## src/hw/rtl/rcp_pkg.sv

```systemverilog
`timescale 1ns / 1ps
`default_nettype none
// ----------------------------------------------------------------------------
// RESP command parser package
// Shared types and constants for the byte-serial RESP command parser.
// ----------------------------------------------------------------------------
package rcp_pkg;

	// Protocol characters.
	localparam logic [7:0] CH_STAR   = 8'h2A;
	localparam logic [7:0] CH_DOLLAR = 8'h24;
	localparam logic [7:0] CH_CR     = 8'h0D;
	localparam logic [7:0] CH_LF     = 8'h0A;
	localparam logic [7:0] CH_ZERO   = 8'h30;
	localparam logic [7:0] CH_NINE   = 8'h39;

	// Saturation points.
	localparam logic [16:0] ACC_MAX   = 17'h1FFFF;
	localparam logic [23:0] COUNT_MAX = 24'hFFFFFF;

	// Configuration register indexes and reset values.
	localparam int CFG_IDX_W = 2;
	localparam logic [CFG_IDX_W-1:0] CFG_MAX_ARGS = 2'd0;
	localparam logic [CFG_IDX_W-1:0] CFG_MAX_LEN  = 2'd1;
	localparam logic [4:0]  MAX_ARGS_RST = 5'd16;
	localparam logic [15:0] MAX_LEN_RST  = 16'd4096;

	// Parser phase.
	typedef enum logic [2:0] {
		PH_IDLE,
		PH_COUNT,
		PH_DOLLAR,
		PH_LEN,
		PH_PAYLOAD,
		PH_TERM_CR,
		PH_TERM_LF
	} phase_t;

	// Per-byte command status.
	typedef enum logic [1:0] {
		ST_PENDING  = 2'd0,
		ST_COMPLETE = 2'd1,
		ST_INVALID  = 2'd2
	} status_t;

	// Parser state carried from byte to byte.
	typedef struct packed {
		phase_t      phase;
		logic [16:0] number_acc;
		logic        number_bad;
		logic        cr_pending;
		logic        digit_seen;
		logic [4:0]  args_left;
		logic [15:0] bytes_left;
		logic [3:0]  current_arg;
		logic [15:0] current_len;
		logic [23:0] byte_count;
	} state_t;

	// Result of one byte.
	typedef struct packed {
		status_t     status;
		logic        payload_valid;
		logic [7:0]  payload_byte;
		logic [3:0]  arg_index;
		logic        arg_done;
		logic [15:0] arg_length;
		logic [23:0] consumed;
	} result_t;

	// State after reset, complete or invalid.
	localparam state_t STATE_IDLE = '{
		phase:       PH_IDLE,
		number_acc:  17'd0,
		number_bad:  1'b0,
		cr_pending:  1'b0,
		digit_seen:  1'b0,
		args_left:   5'd0,
		bytes_left:  16'd0,
		current_arg: 4'd0,
		current_len: 16'd0,
		byte_count:  24'd0
	};

endpackage : rcp_pkg
`default_nettype wire

```

## src/hw/rtl/rcp_byte_if.sv

```systemverilog
`timescale 1ns / 1ps
`default_nettype none
// ----------------------------------------------------------------------------
// RESP parser byte channel
// Valid/ready channel carrying one received byte per transaction.
// ----------------------------------------------------------------------------
interface rcp_byte_if;
	logic       valid;
	logic       ready;
	logic [7:0] in_byte;

	modport source (output valid, output in_byte, input ready);
	modport sink (input valid, input in_byte, output ready);
endinterface : rcp_byte_if
`default_nettype wire

```

## src/hw/rtl/rcp_result_if.sv

```systemverilog
`timescale 1ns / 1ps
`default_nettype none
// ----------------------------------------------------------------------------
// RESP parser result channel
// Valid/ready channel carrying the parse result of one byte per transaction.
// ----------------------------------------------------------------------------
interface rcp_result_if;
	logic        valid;
	logic        ready;
	logic [1:0]  status;
	logic        payload_valid;
	logic [7:0]  payload_byte;
	logic [3:0]  arg_index;
	logic        arg_done;
	logic [15:0] arg_length;
	logic [23:0] consumed;

	modport source (
		output valid, output status, output payload_valid, output payload_byte,
		output arg_index, output arg_done, output arg_length, output consumed,
		input ready
	);
	modport sink (
		input valid, input status, input payload_valid, input payload_byte,
		input arg_index, input arg_done, input arg_length, input consumed,
		output ready
	);
endinterface : rcp_result_if
`default_nettype wire

```

## src/hw/rtl/rcp_cfg_if.sv

```systemverilog
`timescale 1ns / 1ps
`default_nettype none
// ----------------------------------------------------------------------------
// RESP parser configuration channel
// Valid/ready register write channel: register index and write data.
// ----------------------------------------------------------------------------
interface rcp_cfg_if;
	logic        valid;
	logic        ready;
	logic [1:0]  index;
	logic [15:0] data;

	modport source (output valid, output index, output data, input ready);
	modport sink (input valid, input index, input data, output ready);
endinterface : rcp_cfg_if
`default_nettype wire

```

## src/hw/rtl/rcp_step.sv

```systemverilog
`timescale 1ns / 1ps
`default_nettype none
// ----------------------------------------------------------------------------
// RESP parser byte step
// Combinational update of the parser state and the result for one byte.
// ----------------------------------------------------------------------------
module rcp_step (
	input  rcp_pkg::state_t  cur,
	input  logic [7:0]       in_byte,
	input  logic [4:0]       cap_args,
	input  logic [15:0]      cap_len,
	output rcp_pkg::state_t  nxt,
	output rcp_pkg::result_t res
);
	import rcp_pkg::*;

	logic [23:0] byte_count_inc;
	logic        is_digit;
	logic [20:0] acc_x10;
	logic [16:0] acc_next;
	logic        nf_done;
	state_t      nf;
	state_t      upd;
	logic [4:0]  args_dec;

	// Saturating byte counter.
	assign byte_count_inc = (cur.byte_count != COUNT_MAX) ? cur.byte_count + 24'd1
		: cur.byte_count;

	// Decimal accumulator, saturating well above every limit.
	assign is_digit = (in_byte >= CH_ZERO) && (in_byte <= CH_NINE);
	assign acc_x10  = ({4'd0, cur.number_acc} << 3) + ({4'd0, cur.number_acc} << 1)
		+ {17'd0, 4'(in_byte - CH_ZERO)};
	assign acc_next = (acc_x10 > {4'd0, ACC_MAX}) ? ACC_MAX : acc_x10[16:0];

	// Number line scanner: digits until CRLF, a stray CR marks the line bad.
	always_comb begin
		nf      = cur;
		nf_done = 1'b0;
		if (in_byte == CH_LF && cur.cr_pending) begin
			nf.cr_pending = 1'b0;
			nf_done       = 1'b1;
		end else begin
			nf.number_bad = cur.number_bad | cur.cr_pending;
			nf.cr_pending = 1'b0;
			if (in_byte == CH_CR) begin
				nf.cr_pending = 1'b1;
			end else if (is_digit) begin
				nf.digit_seen = 1'b1;
				nf.number_acc = acc_next;
			end else begin
				nf.number_bad = 1'b1;
			end
		end
	end

	assign args_dec = (cur.args_left != 5'd0) ? cur.args_left - 5'd1 : 5'd0;

	// Phase handling and result fields.
	always_comb begin
		upd                = cur;
		upd.byte_count     = byte_count_inc;
		res.status         = ST_PENDING;
		res.payload_valid  = 1'b0;
		res.payload_byte   = 8'd0;
		res.arg_index      = cur.current_arg;
		res.arg_done       = 1'b0;
		res.arg_length     = 16'd0;
		res.consumed       = byte_count_inc;
		case (cur.phase)
			PH_COUNT: begin
				upd            = nf;
				upd.byte_count = byte_count_inc;
				if (nf_done) begin
					if (!nf.digit_seen || nf.number_bad || nf.number_acc == 17'd0
						|| nf.number_acc > {12'd0, cap_args}) begin
						res.status = ST_INVALID;
					end else begin
						upd.args_left   = nf.number_acc[4:0];
						upd.current_arg = 4'd0;
						upd.phase       = PH_DOLLAR;
					end
				end
			end
			PH_DOLLAR: begin
				if (in_byte == CH_DOLLAR) begin
					upd.number_acc = 17'd0;
					upd.number_bad = 1'b0;
					upd.cr_pending = 1'b0;
					upd.digit_seen = 1'b0;
					upd.phase      = PH_LEN;
				end else begin
					res.status = ST_INVALID;
				end
			end
			PH_LEN: begin
				upd            = nf;
				upd.byte_count = byte_count_inc;
				if (nf_done) begin
					if (!nf.digit_seen || nf.number_bad
						|| nf.number_acc > {1'b0, cap_len}) begin
						res.status = ST_INVALID;
					end else begin
						upd.current_len = nf.number_acc[15:0];
						upd.bytes_left  = nf.number_acc[15:0];
						upd.phase = (nf.number_acc == 17'd0) ? PH_TERM_CR : PH_PAYLOAD;
					end
				end
			end
			PH_PAYLOAD: begin
				res.payload_valid = 1'b1;
				res.payload_byte  = in_byte;
				upd.bytes_left    = cur.bytes_left - 16'd1;
				if (cur.bytes_left == 16'd1) begin
					upd.phase = PH_TERM_CR;
				end
			end
			PH_TERM_CR: begin
				if (in_byte == CH_CR) begin
					upd.phase = PH_TERM_LF;
				end else begin
					res.status = ST_INVALID;
				end
			end
			PH_TERM_LF: begin
				if (in_byte == CH_LF) begin
					res.arg_done   = 1'b1;
					res.arg_length = cur.current_len;
					upd.args_left  = args_dec;
					if (args_dec == 5'd0) begin
						res.status = ST_COMPLETE;
					end else begin
						upd.current_arg = cur.current_arg + 4'd1;
						upd.phase       = PH_DOLLAR;
					end
				end else begin
					res.status = ST_INVALID;
				end
			end
			default: begin
				// Idle: only an array header may start a command.
				if (in_byte == CH_STAR) begin
					upd.number_acc = 17'd0;
					upd.number_bad = 1'b0;
					upd.cr_pending = 1'b0;
					upd.digit_seen = 1'b0;
					upd.phase      = PH_COUNT;
				end else begin
					res.status = ST_INVALID;
				end
			end
		endcase
	end

	// A finished or rejected command drops back to idle.
	assign nxt = (res.status != ST_PENDING) ? STATE_IDLE : upd;

endmodule : rcp_step
`default_nettype wire

```

## src/hw/rtl/resp_command_parser_unit.sv

```systemverilog
`timescale 1ns / 1ps
`default_nettype none
// ----------------------------------------------------------------------------
// RESP command parser
// Byte-serial parser for RESP arrays of bulk strings with per-byte results.
// ----------------------------------------------------------------------------
// The parser takes one byte per cycle unless stalled and gives one result per
// byte, in order. Each byte passes through an input register and a result
// register. The state update for a byte is combinational logic between the
// two, which sets the sustained rate at one byte per clock when not stalled.
// While a result waits to be taken, the input register can still take one
// more byte; the input stalls only when both registers are full. The limits
// max_args (index 0) and max_len (index 1) are written over the configuration
// channel, by the user only while no command is in flight; not enforced here.
module resp_command_parser_unit #(
	parameter int ARG_LIMIT = 16,
	parameter int LEN_LIMIT = 65535
) (
	input  logic                clk,
	input  logic                arst_n,
	rcp_byte_if.sink            in_ch,
	rcp_cfg_if.sink             cfg,
	rcp_result_if.source        res
);
	import rcp_pkg::*;

	localparam logic [4:0]  ARG_CAP = 5'(ARG_LIMIT);
	localparam logic [15:0] LEN_CAP = 16'(LEN_LIMIT);

	logic [4:0]  max_args_q;
	logic [15:0] max_len_q;
	logic [4:0]  cap_args;
	logic [15:0] cap_len;

	logic        valid_s1;
	logic [7:0]  byte_s1;
	logic        out_valid_q;
	result_t     out_q;
	state_t      state_q;
	state_t      state_nxt;
	result_t     step_res;
	logic        advance;

	// Configuration registers.
	assign cfg.ready = 1'b1;

	always_ff @(posedge clk or negedge arst_n) begin
		if (!arst_n) begin
			max_args_q <= MAX_ARGS_RST;
			max_len_q  <= MAX_LEN_RST;
		end else if (cfg.valid) begin
			if (cfg.index == CFG_MAX_ARGS) begin
				max_args_q <= cfg.data[4:0];
			end else if (cfg.index == CFG_MAX_LEN) begin
				max_len_q <= cfg.data;
			end
		end
	end

	assign cap_args = (max_args_q > ARG_CAP) ? ARG_CAP : max_args_q;
	assign cap_len  = (max_len_q > LEN_CAP) ? LEN_CAP : max_len_q;

	// Handshake: the byte in stage 1 moves on when the result register is free or being taken.
	assign advance      = !out_valid_q || res.ready;
	assign in_ch.ready  = !valid_s1 || advance;

	// Input register.
	always_ff @(posedge clk or negedge arst_n) begin
		if (!arst_n) begin
			valid_s1 <= 1'b0;
		end else if (in_ch.ready) begin
			valid_s1 <= in_ch.valid;
		end
	end

	always_ff @(posedge clk) begin
		if (in_ch.ready && in_ch.valid) begin
			byte_s1 <= in_ch.in_byte;
		end
	end

	rcp_step u_step (
		.cur      (state_q),
		.in_byte  (byte_s1),
		.cap_args (cap_args),
		.cap_len  (cap_len),
		.nxt      (state_nxt),
		.res      (step_res)
	);

	// Parser state and result valid.
	always_ff @(posedge clk or negedge arst_n) begin
		if (!arst_n) begin
			state_q     <= STATE_IDLE;
			out_valid_q <= 1'b0;
		end else if (advance) begin
			out_valid_q <= valid_s1;
			if (valid_s1) begin
				state_q <= state_nxt;
			end
		end
	end

	// Result payload register.
	always_ff @(posedge clk) begin
		if (advance && valid_s1) begin
			out_q <= step_res;
		end
	end

	assign res.valid         = out_valid_q;
	assign res.status        = out_q.status;
	assign res.payload_valid = out_q.payload_valid;
	assign res.payload_byte  = out_q.payload_byte;
	assign res.arg_index     = out_q.arg_index;
	assign res.arg_done      = out_q.arg_done;
	assign res.arg_length    = out_q.arg_length;
	assign res.consumed      = out_q.consumed;

`ifndef SYNTHESIS
	// A command completes only on the LF that ends its last argument.
	a_complete_ends_arg: assert property (@(posedge clk) disable iff (!arst_n)
		out_valid_q && out_q.status == ST_COMPLETE |-> out_q.arg_done)
		else $error("complete without argument end");

	// Payload bytes never finish a command or an argument.
	a_payload_pending: assert property (@(posedge clk) disable iff (!arst_n)
		out_valid_q && out_q.payload_valid |->
		out_q.status == ST_PENDING && !out_q.arg_done)
		else $error("payload byte with final status");

	// After complete or invalid the parser starts over from idle.
	a_return_idle: assert property (@(posedge clk) disable iff (!arst_n)
		advance && valid_s1 && step_res.status != ST_PENDING |=>
		state_q.phase == PH_IDLE && state_q.byte_count == 24'd0)
		else $error("parser did not return to idle");

	// An empty result register never stalls the input side.
	a_no_false_stall: assert property (@(posedge clk) disable iff (!arst_n)
		!out_valid_q |-> in_ch.ready)
		else $error("input stalled with free result register");
`endif

endmodule : resp_command_parser_unit
`default_nettype wire
```

## src/flat_wrapper.sv

```systemverilog
// flat-port wrapper written by rule: the top's interface ports become plain ports
module resp_command_parser_unit_flat import rcp_pkg::*;
#(
	parameter int ARG_LIMIT = 16,
	parameter int LEN_LIMIT = 65535
)
  (clk, arst_n, in_ch_valid, in_ch_in_byte, in_ch_ready, cfg_valid, cfg_index, cfg_data, cfg_ready, res_valid, res_status, res_payload_valid, res_payload_byte, res_arg_index, res_arg_done, res_arg_length, res_consumed, res_ready);
  rcp_byte_if in_ch_i ();
  rcp_cfg_if cfg_i ();
  rcp_result_if res_i ();
  input  logic clk;
  input  logic arst_n;
  input wire logic [$bits(in_ch_i.valid)-1:0] in_ch_valid;
  input wire logic [$bits(in_ch_i.in_byte)-1:0] in_ch_in_byte;
  output wire logic [$bits(in_ch_i.ready)-1:0] in_ch_ready;
  input wire logic [$bits(cfg_i.valid)-1:0] cfg_valid;
  input wire logic [$bits(cfg_i.index)-1:0] cfg_index;
  input wire logic [$bits(cfg_i.data)-1:0] cfg_data;
  output wire logic [$bits(cfg_i.ready)-1:0] cfg_ready;
  output wire logic [$bits(res_i.valid)-1:0] res_valid;
  output wire logic [$bits(res_i.status)-1:0] res_status;
  output wire logic [$bits(res_i.payload_valid)-1:0] res_payload_valid;
  output wire logic [$bits(res_i.payload_byte)-1:0] res_payload_byte;
  output wire logic [$bits(res_i.arg_index)-1:0] res_arg_index;
  output wire logic [$bits(res_i.arg_done)-1:0] res_arg_done;
  output wire logic [$bits(res_i.arg_length)-1:0] res_arg_length;
  output wire logic [$bits(res_i.consumed)-1:0] res_consumed;
  input wire logic [$bits(res_i.ready)-1:0] res_ready;
  assign in_ch_i.valid = in_ch_valid;
  assign in_ch_i.in_byte = in_ch_in_byte;
  assign in_ch_ready = in_ch_i.ready;
  assign cfg_i.valid = cfg_valid;
  assign cfg_i.index = cfg_index;
  assign cfg_i.data = cfg_data;
  assign cfg_ready = cfg_i.ready;
  assign res_valid = res_i.valid;
  assign res_status = res_i.status;
  assign res_payload_valid = res_i.payload_valid;
  assign res_payload_byte = res_i.payload_byte;
  assign res_arg_index = res_i.arg_index;
  assign res_arg_done = res_i.arg_done;
  assign res_arg_length = res_i.arg_length;
  assign res_consumed = res_i.consumed;
  assign res_i.ready = res_ready;
  resp_command_parser_unit #(.ARG_LIMIT(ARG_LIMIT), .LEN_LIMIT(LEN_LIMIT)) u_core (.clk(clk), .arst_n(arst_n), .in_ch(in_ch_i), .cfg(cfg_i), .res(res_i));
endmodule
```

## config.mk

```make
export PLATFORM = sky130hd
export DESIGN_NAME = resp_command_parser_unit_flat
export DESIGN_NICKNAME = d
export VERILOG_FILES = /design/src/hw/rtl/rcp_pkg.sv /design/src/hw/rtl/rcp_byte_if.sv /design/src/hw/rtl/rcp_result_if.sv /design/src/hw/rtl/rcp_cfg_if.sv /design/src/hw/rtl/rcp_step.sv /design/src/hw/rtl/resp_command_parser_unit.sv /design/src/flat_wrapper.sv
export SDC_FILE = /design/constraint.sdc
export NUM_CORES = 1
export LEC_CHECK = 0
export BUFFER_PORTS_ARGS = -buffer_cell sky130_fd_sc_hd__buf_2
export CAP_MARGIN = 15
export CORE_MARGIN = 3
export CORE_UTILIZATION = 25
export CTS_BUF_LIST = sky130_fd_sc_hd__clkbuf_8
export DETAILED_ROUTE_END_ITERATION = 8
export PLACE_DENSITY = 0.4
export SKIP_LAST_GASP = 1
export SLEW_MARGIN = 20
export SYNTH_ARGS = -nofsm -noshare
export SYNTH_HDL_FRONTEND = slang
export SYNTH_HIERARCHICAL = 1
export SYNTH_SLANG_ARGS = --single-unit
```

## constraint.sdc

```tcl
create_clock -name clk -period 6 [get_ports clk]
set_input_delay 0.6 -clock clk [delete_from_list [all_inputs] [get_ports clk]]
set_output_delay 0.6 -clock clk [all_outputs]
set_load 0.02 [all_outputs]
```

==> results.md <==
- Status: finished, final reports clean
- Hpwl dp: 23300 um
- Die X: 216 um
- Yosys top cell area share: 0.247
- Combinational Power Share: 0.218
- Fin Hold WS: 0.168 ns
- Final Max Slew Viols: 0
- Routed WL: 33200 um
- Vias post-DR: 8853
- PD cells: 210 nW/um2
- Initial Util: 0.254
- Async S/R FF share, synth: 0.634
- Initial antenna violation count: 0
- Core area: 43400 um2
- Number of flops mapped to enable cells by yosys: 64
- Cells after synthesis: 1102
- Crit path launch type: flop
- I/O Pins: 90
- Sequential share of the synthesized area: 0.426
- Skew-Pair Late Insertion Delay: 0.49 ns
- Port Buffers: 88
- Worst setup EP type: flop
- # rows: 76
- Drt drc: 0
- Largest net degree at the start of global routing: 61
- Crit path from: u_core/state_q[74]$_DFFE_PN0P_
- Yosys reg bits: 175
- Switching share of power: 0.336
- CP Depth: 25
- LEAKAGE: 5.68 nW
- Register-to-Register Path Depth: 25
- Syn avg cell area: 10.0 um2
- Largest cells by area after synthesis: dfrtp_1 (25%), edfxtp_1 (17%), mux2_2 (10%), ha_1 (6.7%), nor2_1 (3.4%)
- CP arrival: 6.14 ns
- Min Tclk post-route: 5.71 ns
- Yosys warnings: 6
- GR Overflow Total: 0
- Final worst setup slack: 0.289 ns
- Synth Cell Area: 11000 um2
- Worst slack, placed: -0.185 ns
- Fin Setup TNS: 0 ns
- Final Util: 0.308
- Number of global-route vias before repair: 8724
- Setup Skew: 0.0245 ns
- Die ar.: 46700 um2
- Clk pwr share: 0.299
- P&R area growth vs syn: 21.0%
- Main synth FF type: dfrtp_1
- Peak VDD IR: 0.000123 V
- Slew HR: 0.366
- CTS tree: built
- Placed cell area: 12400 um2
- # hold bufs at CTS: 0
- CP max stage cell: dfrtp_1
- CP peak stage delay: 0.46 ns
- Distinct cells, synth: 79
- Fill cells: 4586
- Final Hold Vio Count: 0
- Clock transition at the registers of the reported paths: 0.11 ns
- Inserted Clock Buffers: 17
- Layout cell share with drive strength beyond 1: 0.296
- RD Place Congestion: 0.821
- Post-DR wirelength/cell: 18.1 um
- Cell-internal power: 1.86 mW
- Slew @ Worst Pin: 0.950 ns
- H-tree lvl count: 4
- Dpl cells: 1775
- Max clock buf depth: 2
- Fmax: 0.175 GHz
- Flop pwr share: 0.483
- Max cap viols: 0
- Final #Nets: 1324
- Critical path's top delay family: compound AO/OA/AOI/OAI gates
- Switching power: 942 uW
- ANT nets after route: 0
- Syn nets: 1194
- Vias/cell: 4.84
- Total power: 2.80 mW
- DR pass1 iterations: 5
- Commonest cells in the netlist: dfrtp_1 (109), mux2_2 (101), nor2_1 (100), nand2_1 (86), edfxtp_1 (64)
- Count leader, synth: dfrtp_1
- Path category of the worst min-delay check: input port to async pin
- DR iter-0 viols: 521
- Global-route wire length before repair: 51300 um
- Post-Layout Cell Count: 1830
- Die height: 216 um
- Final setup viols: 0
- Area leader, netlist: dfrtp_1
- Antenna diodes: 0
- Tcrit/Tclk final: 0.952
- RR Startpoint: u_core/state_q[74]$_DFFE_PN0P_
- Peak fanout along the critical path: 8
- Total Routing Usage GR: 0.138
- Clock sinks: 175
- WP buf/inv: 4
- Clk Tree Root Cell: clkbuf_8
- Worst Setup Path Type: flop to flop
- Cell area after layout: 13300 um2
- Critical Path RT: 6.43 ns
repair_timing:
item,in CTS,in global routing
setup endpoints to repair,88,89
pin swaps,2,22
buffers inserted,1,14
gates resized for setup,4,70
gates cloned,0,8
cells in the final DEF, fill, tap and decap left out, types with 5 or more instances in the layout:
| cell | Yosys | routed |
|---|---|---|
| o21a_1 | 12 | 12 |
| nor3_1 | 31 | 30 |
| o22ai_1 | 10 | 8 |
| a211oi_1 | 7 | 5 |
| nand3_1 | 27 | 26 |
| buf_2 | 15 | 89 |
| nor4_1 | 9 | 9 |
| nand3b_1 | 5 | 5 |
| edfxtp_1 | 64 | 64 |
| nand2b_1 | 14 | 13 |
| and2_1 | 15 | 15 |
| inv_1 | 49 | 48 |
| and3_1 | 29 | 27 |
| mux2_4 | 9 | 9 |
| a22oi_1 | 13 | 13 |
| nor2_1 | 100 | 95 |
| dfrtp_1 | 109 | 104 |
| clkbuf_8 | 0 | 17 |
| xor2_1 | 9 | 9 |
| inv_6 | 0 | 6 |
| a21oi_1 | 53 | 50 |
| buf_6 | 2 | 7 |
| buf_4 | 5 | 61 |
| mux2_2 | 101 | 101 |
| ha_1 | 59 | 55 |
| a21o_1 | 10 | 10 |
| xnor2_1 | 25 | 25 |
| nand2_1 | 86 | 82 |
| dfrtp_2 | 0 | 5 |
| a31oi_1 | 24 | 20 |
| o211ai_1 | 10 | 10 |
| nand4_1 | 18 | 18 |
| nor2b_1 | 34 | 34 |
| or3_1 | 10 | 10 |
| o21ai_0 | 33 | 29 |
sequential cells by signal, indices dropped and copies added, names as in the netlist, 2 cells and up:
name                     count
u_core/res.payload_byte      8
u_core/state_q              88
u_core/res.arg_index         4
u_core/res.arg_length       16
u_core/byte_s1               8
u_core/max_len_q            16
u_core/max_args_q            5
u_core/res.consumed         24
u_core/res.status            2
per-layer routing:
metal | GRT usage | up-vias | share of wire
li1 | - | 4303 | -
met1 | 0.192 | 4365 | 0.48
met2 | 0.229 | 168 | 0.48
met3 | 0.0233 | 17 | 0.031
met4 | 0.0285 | 0 | 0.0086
met5 | 0 | - | 0
cell type report:
type | count | area (um2) | share of cell area
flip-flops and latches | 175 | 4710 | 0.353
inverters | 49 | 184 | 0.0138
well taps | 585 | 732 | 0.0548
repair buffers | 162 | 1090 | 0.0815
clock buffers | 17 | 234 | 0.0175
multi-input cells | 827 | 6240 | 0.467
clock inverters | 15 | 164 | 0.0123
power groups by stage:
stage,Clock [mW],Combinational (mW),Sequential (mW)
after global placement,0,0.517,1.38
final,0.838,0.610,1.35
after CTS,0.879,0.520,1.35
after detailed placement,0,0.515,1.38
after floorplan,0,0.307,1.39
after global routing,0.928,0.665,1.36
path summary, 6_finish.rpt:
check                           slack [ns]                                to
worst max-delay path                  0.29    u_core/state_q[51]$_DFFE_PN0P_
worst min-delay path                  0.17    u_core/state_q[44]$_DFFE_PN0P_
worst max register to register        0.29    u_core/state_q[51]$_DFFE_PN0P_
worst min register to register        0.51  u_core/max_args_q[0]$_DFFE_PN0P_
max in group asynchronous             4.44    u_core/state_q[71]$_DFFE_PN0P_
min in group clk                      0.28       u_core/byte_s1[7]$_DFFE_PP_
kinds of logic (layout without fill, tap and decap cells):
group           after synthesis  in the layout  synth area share
compound gates              222            223             0.136
xor+xnor                     34             34            0.0270
fa+ha+maj                    61             61            0.0705
buf+inv                     101            243            0.0391
flops                       175            175             0.426
mux                         112            112             0.117
other cells                   1              1          0.000340
simple gates                396            396             0.184
Power figures use the tool's default switching activity.
